**config.mk**
```make
export PLATFORM = sky130hd
export DESIGN_NAME = rest_time_detector_flat
export DESIGN_NICKNAME = d
export VERILOG_FILES = /design/src/rtl/core/rtd_pkg.sv /design/src/rtl/core/rtd_if.sv /design/src/rtl/core/rtd_apb_regs.sv /design/src/rtl/core/rtd_rest_core.sv /design/src/rtl/core/rest_time_detector.sv /design/src/flat_wrapper.sv
export SDC_FILE = /design/constraint.sdc
export NUM_CORES = 1
export LEC_CHECK = 0
export BUFFER_PORTS_ARGS = -buffer_cell sky130_fd_sc_hd__buf_2
export CAP_MARGIN = 10
export CORE_MARGIN = 2
export CORE_UTILIZATION = 45
export CTS_BUF_LIST = sky130_fd_sc_hd__clkbuf_4 sky130_fd_sc_hd__clkbuf_8
export DETAILED_ROUTE_END_ITERATION = 8
export PLACE_DENSITY = 0.74
export SLEW_MARGIN = 20
export SYNTH_ARGS = -nofsm -noshare
export SYNTH_HDL_FRONTEND = slang
export SYNTH_SLANG_ARGS = --single-unit
export TNS_END_PERCENT = 10
```
**constraint.sdc**
```tcl
create_clock -name clk_i -period 4.03 [get_ports clk_i]
set_input_delay 0.2015 -clock clk_i [delete_from_list [all_inputs] [get_ports clk_i]]
set_output_delay 0.2015 -clock clk_i [all_outputs]
set_load 0.1 [all_outputs]
```
**src/rtl/core/rtd_pkg.sv**
```systemverilog
// Shared types and constants for the rest time detector.
`timescale 1ns / 1ps

package rtd_pkg;

  localparam int unsigned TICK_MS_DEFAULT = 100;

  localparam int unsigned HOUR_W      = 5;
  localparam int unsigned MINUTE_W    = 6;
  localparam int unsigned CURRENT_W   = 16;
  localparam int unsigned THRESHOLD_W = 15;
  localparam int unsigned REST_HRS_W  = 5;
  localparam int unsigned CNT_W       = 10;
  localparam int unsigned STAMP_W     = 13;
  localparam int unsigned ELAPSED_W   = 14;

  localparam int unsigned QUIET_MS = 10000;
  localparam int unsigned BUSY_MS  = 2000;
  localparam int unsigned MS_PER_S = 1000;

  localparam logic [CNT_W-1:0]       CNT_MAX         = '1;
  localparam logic [ELAPSED_W-1:0]   DAY_PACKED      = ELAPSED_W'(24 * 256);
  localparam logic [THRESHOLD_W-1:0] THRESHOLD_RESET = THRESHOLD_W'(50);
  localparam logic [REST_HRS_W-1:0]  REST_HRS_RESET  = REST_HRS_W'(12);

  localparam int unsigned APB_DATA_W = 32;
  localparam int unsigned APB_ADDR_W = 3;

  typedef enum logic {
    REG_CURRENT_THRESHOLD = 1'b0,
    REG_REST_HOURS        = 1'b1
  } rtd_reg_e;

  typedef struct packed {
    logic [THRESHOLD_W-1:0] current_threshold;
    logic [REST_HRS_W-1:0]  rest_hours;
  } rtd_cfg_t;

endpackage

```
**src/rtl/core/rtd_if.sv**
```systemverilog
// Valid/ready channel interfaces for sample words and result words.
`timescale 1ns / 1ps

interface rtd_in_if
  import rtd_pkg::*;
();
  logic                        valid;
  logic                        ready;
  logic [HOUR_W-1:0]           hour;
  logic [MINUTE_W-1:0]         minute;
  logic signed [CURRENT_W-1:0] current;

  modport source (output valid, hour, minute, current, input ready);
  modport sink (input valid, hour, minute, current, output ready);
endinterface

interface rtd_out_if;
  logic valid;
  logic ready;
  logic rest_done;

  modport source (output valid, rest_done, input ready);
  modport sink (input valid, rest_done, output ready);
endinterface

```
**src/rtl/core/rtd_apb_regs.sv**
```systemverilog
// APB configuration registers: current threshold and required rest hours.
`timescale 1ns / 1ps

module rtd_apb_regs
  import rtd_pkg::*;
(
  input  logic                  clk_i,
  input  logic                  rst_ni,
  input  logic                  psel,
  input  logic                  penable,
  input  logic                  pwrite,
  input  logic [APB_ADDR_W-1:0] paddr,
  input  logic [APB_DATA_W-1:0] pwdata,
  output logic [APB_DATA_W-1:0] prdata,
  output logic                  pready,
  output rtd_cfg_t              cfg_o
);

  rtd_cfg_t cfg_q, cfg_d;
  rtd_reg_e reg_sel;
  logic     wr_en;

  assign pready  = 1'b1;
  assign reg_sel = rtd_reg_e'(paddr[2]);
  assign wr_en   = psel & penable & pwrite;

  always_comb begin
    cfg_d = cfg_q;
    if (wr_en) begin
      unique case (reg_sel)
        REG_CURRENT_THRESHOLD: cfg_d.current_threshold = pwdata[THRESHOLD_W-1:0];
        REG_REST_HOURS:        cfg_d.rest_hours        = pwdata[REST_HRS_W-1:0];
        default:               cfg_d = cfg_q;
      endcase
    end
  end

  always_comb begin
    unique case (reg_sel)
      REG_CURRENT_THRESHOLD: prdata = APB_DATA_W'(cfg_q.current_threshold);
      REG_REST_HOURS:        prdata = APB_DATA_W'(cfg_q.rest_hours);
      default:               prdata = '0;
    endcase
  end

  always_ff @(posedge clk_i or negedge rst_ni) begin
    if (!rst_ni) begin
      cfg_q.current_threshold <= THRESHOLD_RESET;
      cfg_q.rest_hours        <= REST_HRS_RESET;
    end else begin
      cfg_q <= cfg_d;
    end
  end

  assign cfg_o = cfg_q;

endmodule

```
**src/rtl/core/rtd_rest_core.sv**
```systemverilog
// Sample register, quiet/busy qualification state and result register.
`timescale 1ns / 1ps

module rtd_rest_core
  import rtd_pkg::*;
#(
  parameter int unsigned TICK_MS = TICK_MS_DEFAULT
) (
  input  logic     clk_i,
  input  logic     rst_ni,
  input  rtd_cfg_t cfg_i,
  rtd_in_if.sink   in_i,
  rtd_out_if.source out_o
);

  // Tick counts at which the quiet and busy conditions are met, and reload values.
  localparam logic [CNT_W-1:0] QUIET_TICKS  = CNT_W'((QUIET_MS + TICK_MS - 1) / TICK_MS);
  localparam logic [CNT_W-1:0] BUSY_TICKS   = CNT_W'((BUSY_MS + TICK_MS - 1) / TICK_MS);
  localparam logic [CNT_W-1:0] QUIET_RELOAD = CNT_W'(QUIET_MS / TICK_MS);
  localparam logic [CNT_W-1:0] BUSY_RELOAD  = CNT_W'(BUSY_MS / TICK_MS);

  // Sample register.
  logic                        s1_valid_q;
  logic [HOUR_W-1:0]           hour_q;
  logic [MINUTE_W-1:0]         minute_q;
  logic signed [CURRENT_W-1:0] current_q;

  // Qualification state.
  logic [CNT_W-1:0]   quiet_count_q, quiet_count_d;
  logic [CNT_W-1:0]   busy_count_q, busy_count_d;
  logic               stamp_taken_q, stamp_taken_d;
  logic [STAMP_W-1:0] start_stamp_q, start_stamp_d;

  // Result register.
  logic s2_valid_q;
  logic rest_done_q, rest_done_d;

  logic                   advance, in_fire, step;
  logic [CURRENT_W:0]     mag;
  logic                   quiet;
  logic [CNT_W-1:0]       quiet_inc, busy_inc;
  logic                   quiet_hit, busy_hit;
  logic [STAMP_W-1:0]     now;
  logic [ELAPSED_W-1:0]   elapsed;
  logic [ELAPSED_W-1:0]   rest_limit;

  assign advance    = ~s2_valid_q | out_o.ready;
  assign in_i.ready = ~s1_valid_q | advance;
  assign in_fire    = in_i.valid & in_i.ready;
  assign step       = s1_valid_q & advance;

  always_comb begin
    if (current_q[CURRENT_W-1]) begin
      mag = (CURRENT_W+1)'(1 << CURRENT_W) - {1'b0, current_q};
    end else begin
      mag = {1'b0, current_q};
    end
  end

  assign quiet      = mag < (CURRENT_W+1)'(cfg_i.current_threshold);
  assign quiet_inc  = (quiet_count_q == CNT_MAX) ? CNT_MAX : quiet_count_q + 1'b1;
  assign busy_inc   = (busy_count_q == CNT_MAX) ? CNT_MAX : busy_count_q + 1'b1;
  assign quiet_hit  = quiet_inc >= QUIET_TICKS;
  assign busy_hit   = busy_inc >= BUSY_TICKS;
  assign now        = {hour_q, 2'b00, minute_q};
  assign rest_limit = ELAPSED_W'({cfg_i.rest_hours, 8'h00});

  // The packed elapsed time wraps at midnight when the clock reads earlier than the stamp.
  always_comb begin
    if (now >= start_stamp_q) begin
      elapsed = ELAPSED_W'(now) - ELAPSED_W'(start_stamp_q);
    end else begin
      elapsed = DAY_PACKED + ELAPSED_W'(now) - ELAPSED_W'(start_stamp_q);
    end
  end

  always_comb begin
    quiet_count_d = quiet_count_q;
    busy_count_d  = busy_count_q;
    stamp_taken_d = stamp_taken_q;
    start_stamp_d = start_stamp_q;
    rest_done_d   = 1'b0;
    if (quiet) begin
      quiet_count_d = quiet_inc;
      if (quiet_hit) begin
        busy_count_d  = '0;
        quiet_count_d = QUIET_RELOAD;
        if (!stamp_taken_q) begin
          stamp_taken_d = 1'b1;
          start_stamp_d = now;
        end else begin
          rest_done_d = elapsed >= rest_limit;
        end
      end
    end else begin
      busy_count_d = busy_inc;
      if (busy_hit) begin
        quiet_count_d = '0;
        busy_count_d  = BUSY_RELOAD;
        stamp_taken_d = 1'b0;
      end
    end
  end

  always_ff @(posedge clk_i or negedge rst_ni) begin
    if (!rst_ni) begin
      s1_valid_q    <= 1'b0;
      s2_valid_q    <= 1'b0;
      quiet_count_q <= '0;
      busy_count_q  <= '0;
      stamp_taken_q <= 1'b0;
      start_stamp_q <= '0;
    end else begin
      if (in_i.ready) begin
        s1_valid_q <= in_i.valid;
      end
      if (advance) begin
        s2_valid_q <= s1_valid_q;
      end
      if (step) begin
        quiet_count_q <= quiet_count_d;
        busy_count_q  <= busy_count_d;
        stamp_taken_q <= stamp_taken_d;
        start_stamp_q <= start_stamp_d;
      end
    end
  end

  always_ff @(posedge clk_i) begin
    if (in_fire) begin
      hour_q    <= in_i.hour;
      minute_q  <= in_i.minute;
      current_q <= in_i.current;
    end
    if (step) begin
      rest_done_q <= rest_done_d;
    end
  end

  assign out_o.valid     = s2_valid_q;
  assign out_o.rest_done = rest_done_q;

  a_busy_drops_stamp: assert property (@(posedge clk_i) disable iff (!rst_ni)
    step && !quiet && busy_hit |=> !stamp_taken_q && quiet_count_q == '0)
    else $error("busy qualification did not drop the stamp");

  a_done_needs_stamp: assert property (@(posedge clk_i) disable iff (!rst_ni)
    step && rest_done_d |-> stamp_taken_q && quiet && quiet_hit)
    else $error("rest_done raised without a qualified stamp");

  a_stamp_only_on_step: assert property (@(posedge clk_i) disable iff (!rst_ni)
    !step |=> $stable(start_stamp_q) && $stable(stamp_taken_q) && $stable(quiet_count_q))
    else $error("qualification state changed without a word");

  a_quiet_clears_busy: assert property (@(posedge clk_i) disable iff (!rst_ni)
    step && quiet && quiet_hit |=> busy_count_q == '0 && stamp_taken_q)
    else $error("quiet qualification did not clear the busy count");

endmodule

```
**src/rtl/core/rest_time_detector.sv**
```systemverilog
// Rest time detector: a word enters the sample register and its result word leaves
// from the result register. Throughput is one word per cycle when the output is not
// stalled; the qualification state updates in the single stage between the two
// registers. Reset is asynchronous and active low: it clears both counters and the
// stamp flag and loads threshold 50 and rest hours 12.
`timescale 1ns / 1ps

module rest_time_detector
  import rtd_pkg::*;
#(
  parameter int unsigned TICK_MS = TICK_MS_DEFAULT
) (
  input  logic                  clk_i,
  input  logic                  rst_ni,
  input  logic                  psel,
  input  logic                  penable,
  input  logic                  pwrite,
  input  logic [APB_ADDR_W-1:0] paddr,
  input  logic [APB_DATA_W-1:0] pwdata,
  output logic [APB_DATA_W-1:0] prdata,
  output logic                  pready,
  rtd_in_if.sink                in_i,
  rtd_out_if.source             out_o
);

  rtd_cfg_t cfg;

  rtd_apb_regs u_regs (
    .clk_i   (clk_i),
    .rst_ni  (rst_ni),
    .psel    (psel),
    .penable (penable),
    .pwrite  (pwrite),
    .paddr   (paddr),
    .pwdata  (pwdata),
    .prdata  (prdata),
    .pready  (pready),
    .cfg_o   (cfg)
  );

  rtd_rest_core #(
    .TICK_MS (TICK_MS)
  ) u_core (
    .clk_i  (clk_i),
    .rst_ni (rst_ni),
    .cfg_i  (cfg),
    .in_i   (in_i),
    .out_o  (out_o)
  );

endmodule

```
**src/flat_wrapper.sv**
```systemverilog
// flat-port wrapper written by rule: the top's interface ports become plain ports
module rest_time_detector_flat import rtd_pkg::*;
#(
  parameter int unsigned TICK_MS = TICK_MS_DEFAULT
)
  (clk_i, rst_ni, psel, penable, pwrite, paddr, pwdata, prdata, pready, in_i_valid, in_i_hour, in_i_minute, in_i_current, in_i_ready, out_o_valid, out_o_rest_done, out_o_ready);
  rtd_in_if in_i_i ();
  rtd_out_if out_o_i ();
  input  logic clk_i;
  input  logic rst_ni;
  input  logic psel;
  input  logic penable;
  input  logic pwrite;
  input  logic [APB_ADDR_W-1:0] paddr;
  input  logic [APB_DATA_W-1:0] pwdata;
  output logic [APB_DATA_W-1:0] prdata;
  output logic pready;
  input wire logic [$bits(in_i_i.valid)-1:0] in_i_valid;
  input wire logic [$bits(in_i_i.hour)-1:0] in_i_hour;
  input wire logic [$bits(in_i_i.minute)-1:0] in_i_minute;
  input wire logic [$bits(in_i_i.current)-1:0] in_i_current;
  output wire logic [$bits(in_i_i.ready)-1:0] in_i_ready;
  output wire logic [$bits(out_o_i.valid)-1:0] out_o_valid;
  output wire logic [$bits(out_o_i.rest_done)-1:0] out_o_rest_done;
  input wire logic [$bits(out_o_i.ready)-1:0] out_o_ready;
  assign in_i_i.valid = in_i_valid;
  assign in_i_i.hour = in_i_hour;
  assign in_i_i.minute = in_i_minute;
  assign in_i_i.current = in_i_current;
  assign in_i_ready = in_i_i.ready;
  assign out_o_valid = out_o_i.valid;
  assign out_o_rest_done = out_o_i.rest_done;
  assign out_o_i.ready = out_o_ready;
  rest_time_detector #(.TICK_MS(TICK_MS)) u_core (.clk_i(clk_i), .rst_ni(rst_ni), .psel(psel), .penable(penable), .pwrite(pwrite), .paddr(paddr), .pwdata(pwdata), .prdata(prdata), .pready(pready), .in_i(in_i_i), .out_o(out_o_i));
endmodule
```
Word level (Yosys, flattened, before mapping)
Index checks and enable logic that the tools add are counted.
{"block": "classes", "addsub": 6, "n_lt_le_gt_ge": 5, "n_eq_ne": 3, "muxes": 14, "n_bitwise": 10, "reduce_logical": 8}
{"op": "10-bit two-way mux", "n": 8}
{"op": "32-bit case mux with 2 select lines", "n": 1}
{"op": "10-bit by 1-bit adder with 10-bit output (second input constant)", "n": 2}
{"op": "10-bit equality test (second input constant)", "n": 2}
{"op": "17-bit by 15-bit less-than comparator with 1-bit output", "n": 1}
{"op": "17-bit two-way mux", "n": 1}
{"op": "17-bit by 16-bit subtractor with 17-bit output (first input constant)", "n": 1}
{"op": "13-bit by 13-bit adder with 14-bit output (first input constant)", "n": 1}
{"op": "14-bit by 13-bit >= comparator with 1-bit output", "n": 1}
{"op": "14-bit two-way mux", "n": 1}
{"op": "13-bit by 13-bit subtractor with 14-bit output", "n": 1}
{"op": "14-bit by 13-bit subtractor with 14-bit output", "n": 1}
{"op": "13-bit >= comparator", "n": 1}
{"op": "10-bit by 5-bit >= comparator with 1-bit output (second input constant)", "n": 1}
{"op": "10-bit by 7-bit >= comparator with 1-bit output (second input constant)", "n": 1}
{"op": "2-bit AND reduction", "n": 4}
{"op": "3-bit AND reduction", "n": 2}
{"op": "1-bit bitwise AND", "n": 4}
{"op": "1-bit inverter", "n": 4}
{"op": "4-bit AND reduction", "n": 1}
{"op": "1-bit two-way mux", "n": 3}
{"op": "2-bit by 1-bit inequality test with 1-bit output (second input constant)", "n": 1}
{"op": "1-bit bitwise OR", "n": 2}
{"op": "2-bit nonzero test", "n": 1}
{"block": "totals", "reg_bits": 82}

Logic depth before layout (Yosys ltp)
{"block": "depth", "ltp_word": 5, "ltp_mapped": 19, "ltp_nobuf": 19}

Hierarchy
From an unflattened synthesis, not the netlist that was laid out.
{"block": "unflattened", "hier_cells": 560, "hier_area_um2": 5637.9}
{"module": "rtd_rest_core", "instances": 1, "cells_each": 480, "area_per_inst_um2": 4550.6, "seq_area_each_um2": 1691.6}
{"module": "rtd_apb_regs", "instances": 1, "cells_each": 80, "area_per_inst_um2": 1087.3, "seq_area_each_um2": 506.7}

Worst setup path after synthesis
OpenSTA, ideal clock, no wires.
{"block": "synth_path", "path_kind": "register to register", "start": "reg u_core.u_core.current_q[4]", "end": "reg u_core.u_core.start_stamp_q[4]", "setup_time_ps": 125, "t_arrival_ps": 3638, "required_ps": 3905, "path_slack_ps": 267, "path_stages_with_launch": 14, "n_path_buf": 1, "synth_period_minus_slack_ps": 3763, "cell_sequence": "edfxtp_1 or4_4 or3_4 or3_2 o31ai_1 xnor2_1 ha_1 o21a_1 a21oi_1 o211a_1 o221ai_2 nor3_2 buf_6 mux2_4"}
{"block": "synth_via", "elab_chain_len": 4}
{"item": "start, declared", "line": "rtd_rest_core.sv:26", "rtl": "logic signed [CURRENT_W-1:0] current_q;"}
{"item": "start signal, assigned", "line": "rtd_rest_core.sv:133", "rtl": "current_q <= in_i.current;"}
{"item": "17-bit by 16-bit subtractor with 17-bit output", "line": "rtd_rest_core.sv:54", "rtl": "mag = (CURRENT_W+1)'(1 << CURRENT_W) - {1'b0, current_q};"}
{"item": "17-bit two-way mux *", "line": "rtd_rest_core.sv:53", "rtl": "if (current_q[CURRENT_W-1]) begin"}
{"item": "17-bit by 15-bit less-than comparator with 1-bit output *", "line": "rtd_rest_core.sv:60", "rtl": "assign quiet = mag < (CURRENT_W+1)'(cfg_i.current_threshold);"}
{"item": "4-bit AND reduction (no source line) *"}
{"item": "end signal, assigned", "line": "rtd_rest_core.sv:124", "rtl": "start_stamp_q <= start_stamp_d;"}
{"item": "end, declared", "line": "rtd_rest_core.sv:32", "rtl": "logic [STAMP_W-1:0] start_stamp_q, start_stamp_d;"}
Every way passes the cells marked *; elsewhere a longest branch is shown, timed or not.
A chain may end at the register's enable or synchronous reset.

Worst setup path in the final report
{"block": "layout_path", "start": "reg u_core.u_core.current_q[6]", "end": "reg u_core.u_core.quiet_count_q[2]"}
{"block": "layout_via", "elab_chain_len": 5}
{"item": "17-bit by 16-bit subtractor with 17-bit output", "line": "rtd_rest_core.sv:54"}
{"item": "17-bit two-way mux *", "line": "rtd_rest_core.sv:53"}
{"item": "17-bit by 15-bit less-than comparator with 1-bit output *", "line": "rtd_rest_core.sv:60"}
{"item": "2-bit nonzero test (no source line)"}
{"item": "2-bit AND reduction (no source line)"}
{"item": "end signal, assigned", "line": "rtd_rest_core.sv:121", "rtl": "quiet_count_q <= quiet_count_d;"}
{"item": "end, declared", "line": "rtd_rest_core.sv:29", "rtl": "logic [CNT_W-1:0] quiet_count_q, quiet_count_d;"}
Marks and branches as above.

==> results by group <==
Critical path
  • Crit path top cell by count: or3_4
  • Peak fanout along the critical path: 10
  • Worst Setup SP: u_core.u_core.current_q[6]$_DFFE_PP_
  • Reg2reg start: u_core.u_core.current_q[6]$_DFFE_PP_
  • CP max stage cell: or4_4
  • Data required, critical path: 4280 ps
  • Max incr delay on CP: 560 ps
  • CP Capture Type: flip-flop
  • Crit-path cells: or4_4 > or3_4 > or3_4 > nand2_1 > xnor2_1 > ha_1 > a211o_1 > a21oi_2 > o211a_1 > o221ai_4 > buf_6 > a21o_4 > a22o_1
  • WS Path Type: reg -> reg
  • Top delay family on crit path: simple AND/OR/NAND/NOR gates
  • Critical Path AT: between 4000 and 5000 ps
  • Worst setup SP type: flip-flop
  • Worst path bufs/invs: 1

Synth
  • Synth Cell Area: around 5600 um2
  • Sequential area share after synthesis: between 30% and 40%
  • Syn_area_per_cell: a little over 10 um2
  • Post-synth top area cell: dfrtp_1
  • Async SR Flop Fraction: about two thirds
  • Mapped Cells: between 500 and 600
  • Post-synth cell types: 73
  • Post-synth EDFFs: 28
  • Synth top area cells: dfrtp_1, edfxtp_1, ha_1
  • Warnings, synthesis: 0
  • Synth top area share: between 20 and 25%
  • Most instantiated library cell after synthesis: inv_1
  • Ys flop type: dfrtp_1
  • Commonest cells in the netlist: inv_1, dfrtp_1, ha_1, nand2_1
  • Yosys reg bits: 82

Route
  • Antenna-violating nets left: 0
  • Drt first-iter violations: 149
  • Routed length per placed instance: between 10 and 15 um
  • Vias per cell: around 5.2
  • Routed WL: 12000 um
  • Routed vias: 4298
  • Drt first pass iters: 4
  • WL met3: approximately 540 um
  • Metal2 WL: between 5000 and 6000 um
  • Top layer in use: met4
  • Drt drc: 0
  • Routed length on met1: roughly 5300 um

STA
  • Final Setup Violations: 0
  • Slew Limit Headroom: ~44%
  • Worst-Margin Slew: just over 800 ps
  • Fmax: ~260 MHz
  • Setup ws final: about 190 ps
  • Crit share post-route: between 90% and 100%
  • Final Hold Vio Count: 0
  • Minimum clock period: roughly 3800 ps
  • Fin. max-slew vios: 0
  • RSZ-0062 raised after global routing: yes
  • Final Skew: between 7 and 8 ps
  • Setup tns final: 0 ps

Clock network
  • TritonCTS clock tree: yes
  • Clock sinks: 82
  • Total CTS buffers: 9
  • CTS H-tree lvls: 3
  • Clock latency on the worst-skew pair: between 300 and 400 ps
  • Clock-pin transition on the worst setup and hold timing paths: roughly 90 ps
  • Clk root buf: clkbuf_8
  • CTS max path bufs: 2

Global route
  • Vias in the first global route: roughly 4200
  • Largest net degree at the start of global routing: 55
  • Total track usage: between 10% and 20%
  • First-pass GRT wire length: 19900 um
  • GRT overflow: 0
  • Initial antenna violation count: 0

Power and ir drop
  • Leakage dissipation: slightly below 3 nW
  • VDD IR max: 0.000184 V
  • Power density cells: approximately 420 nW/um2

Die
  • Die Span Y: 115 um
  • Die area: 13300 um2
  • Initial core utilization: a little under half
  • Die outline width: about 120 um
  • Core area: 12100 um2
  • Io pins: 105
  • Core Rows: 40

Final layout
  • Layout cells sized above 1: between 20% and 30%
  • ANT cells: 0
  • Area delta synth->final: 17.2%
  • Nets@finish: between 700 and 800
  • Finished Core Util: between 50% and 60%

Place
  • Worst slack, placed: -7.43 ps
  • Port Buffer Count: 67
  • DP HPWL: 9030 um
  • RePlAce Congestion: about 0.88

Status
  • Outcome: completed

Run
  • Max cap viols: 0

Min path
  • Hold Startpoint: in_i_current[0]
  • Hold Crit Class: in -> reg
## worst paths after layout
path	slack (ps)	cells after the start	end
max in group asynchronous	3040	3	u_core.u_core.start_stamp_q[1]$_DFFE_PN0P_
min	20	1	u_core.u_core.current_q[0]$_DFFE_PP_
max reg2reg	190	13	u_core.u_core.quiet_count_q[2]$_DFFE_PN0P_
min reg2reg	510	1	u_core.u_core.busy_count_q[9]$_DFFE_PN0P_
min in group asynchronous	520	3	u_core.u_regs.cfg_o[11]$_DFFE_PN0P_
max	190	13	u_core.u_core.quiet_count_q[2]$_DFFE_PN0P_
## timing repair
item | in CTS | in global routing
endpoints found under the setup margin | 5 | 32
hold buffers | 10 | 3
pin swaps | 0 | 6
hold endpoints to repair | 23 | 3
gates resized for setup | 1 | 17
buffers inserted | 0 | 4
gates cloned | 0 | 1
## power by group
group / total (mW) / internal (mW) / switching (mW)
Sequential: 1.09 / 0.975 / 0.111
Clock: 0.678 / 0.367 / 0.311
Combinational: 0.981 / 0.330 / 0.652
## logic make-up after synthesis
group | share of synthesized area [%]
buffers and inverters | 8.11
XOR/XNOR | 4.24
other | 0.135
flip-flops | 39.4
AND/OR/NAND/NOR | 13.2
multiplexers | 7.34
adder cells (fa/ha/maj) | 13.1
AO/OA/AOI/OAI | 14.5
## layout by cell type, fill, tap and decap left out, drive strengths merged, types with 12 or more instances in the layout
master | Yosys | routed
a21oi | 24 | 24
buf | 23 | 82
conb | 2 | 18
dfrtp | 49 | 49
dlygate4sd3 | 0 | 13
edfxtp | 28 | 28
ha | 44 | 44
inv | 65 | 65
mux2 | 25 | 25
mux2i | 12 | 12
nand2 | 38 | 38
nor2 | 34 | 34
o21ai | 35 | 35
xnor2 | 22 | 22
## registers in the layout (all words and copies together) (netlist names), 5 cells and up
| register | flops |
|---|---|
| u_core.u_core.minute_q | 6 |
| u_core.u_core.quiet_count_q | 10 |
| u_core.u_core.busy_count_q | 10 |
| u_core.u_regs.cfg_o | 20 |
| u_core.u_core.start_stamp_q | 11 |
| u_core.u_core.current_q | 16 |
| u_core.u_core.hour_q | 5 |
## routing by layer
layer | global-route usage, % | vias to the layer above
met5 | 0 | -
met3 | 2.95 | 12
met1 | 25.0 | 2090
met4 | 6.51 | 0
met2 | 31.7 | 103
li1 | - | 2093
## area by class of cell
| type | count | area [um2] |
|---|---|---|
| fill | 1042 | 5530 |
| multi-input combinational | 393 | 3060 |
| sequential | 82 | 2200 |
| timing repair buffer | 95 | 591 |
| inverter | 65 | 244 |
| tap | 168 | 210 |
| clock buffer | 10 | 138 |
| clock inverter | 6 | 90.1 |
## stage by stage
| stage | instance area [um2] | cells | power (mW) | hold slack (ps) |
|---|---|---|---|---|
| CTS | 6370 | 810 | 2.72 | 0.135 |
| global placement | 6040 | 784 | 1.98 | 379 |
| finish | 6530 | 819 | 2.74 | 22.2 |
| global route | 6530 | 819 | 2.92 | 2.05 |
| detailed placement | 6040 | 784 | 2.02 | 380 |
| floorplan | 5630 | 570 | 1.84 | -94.1 |
Note: power is estimated with default switching activity, not from simulation.
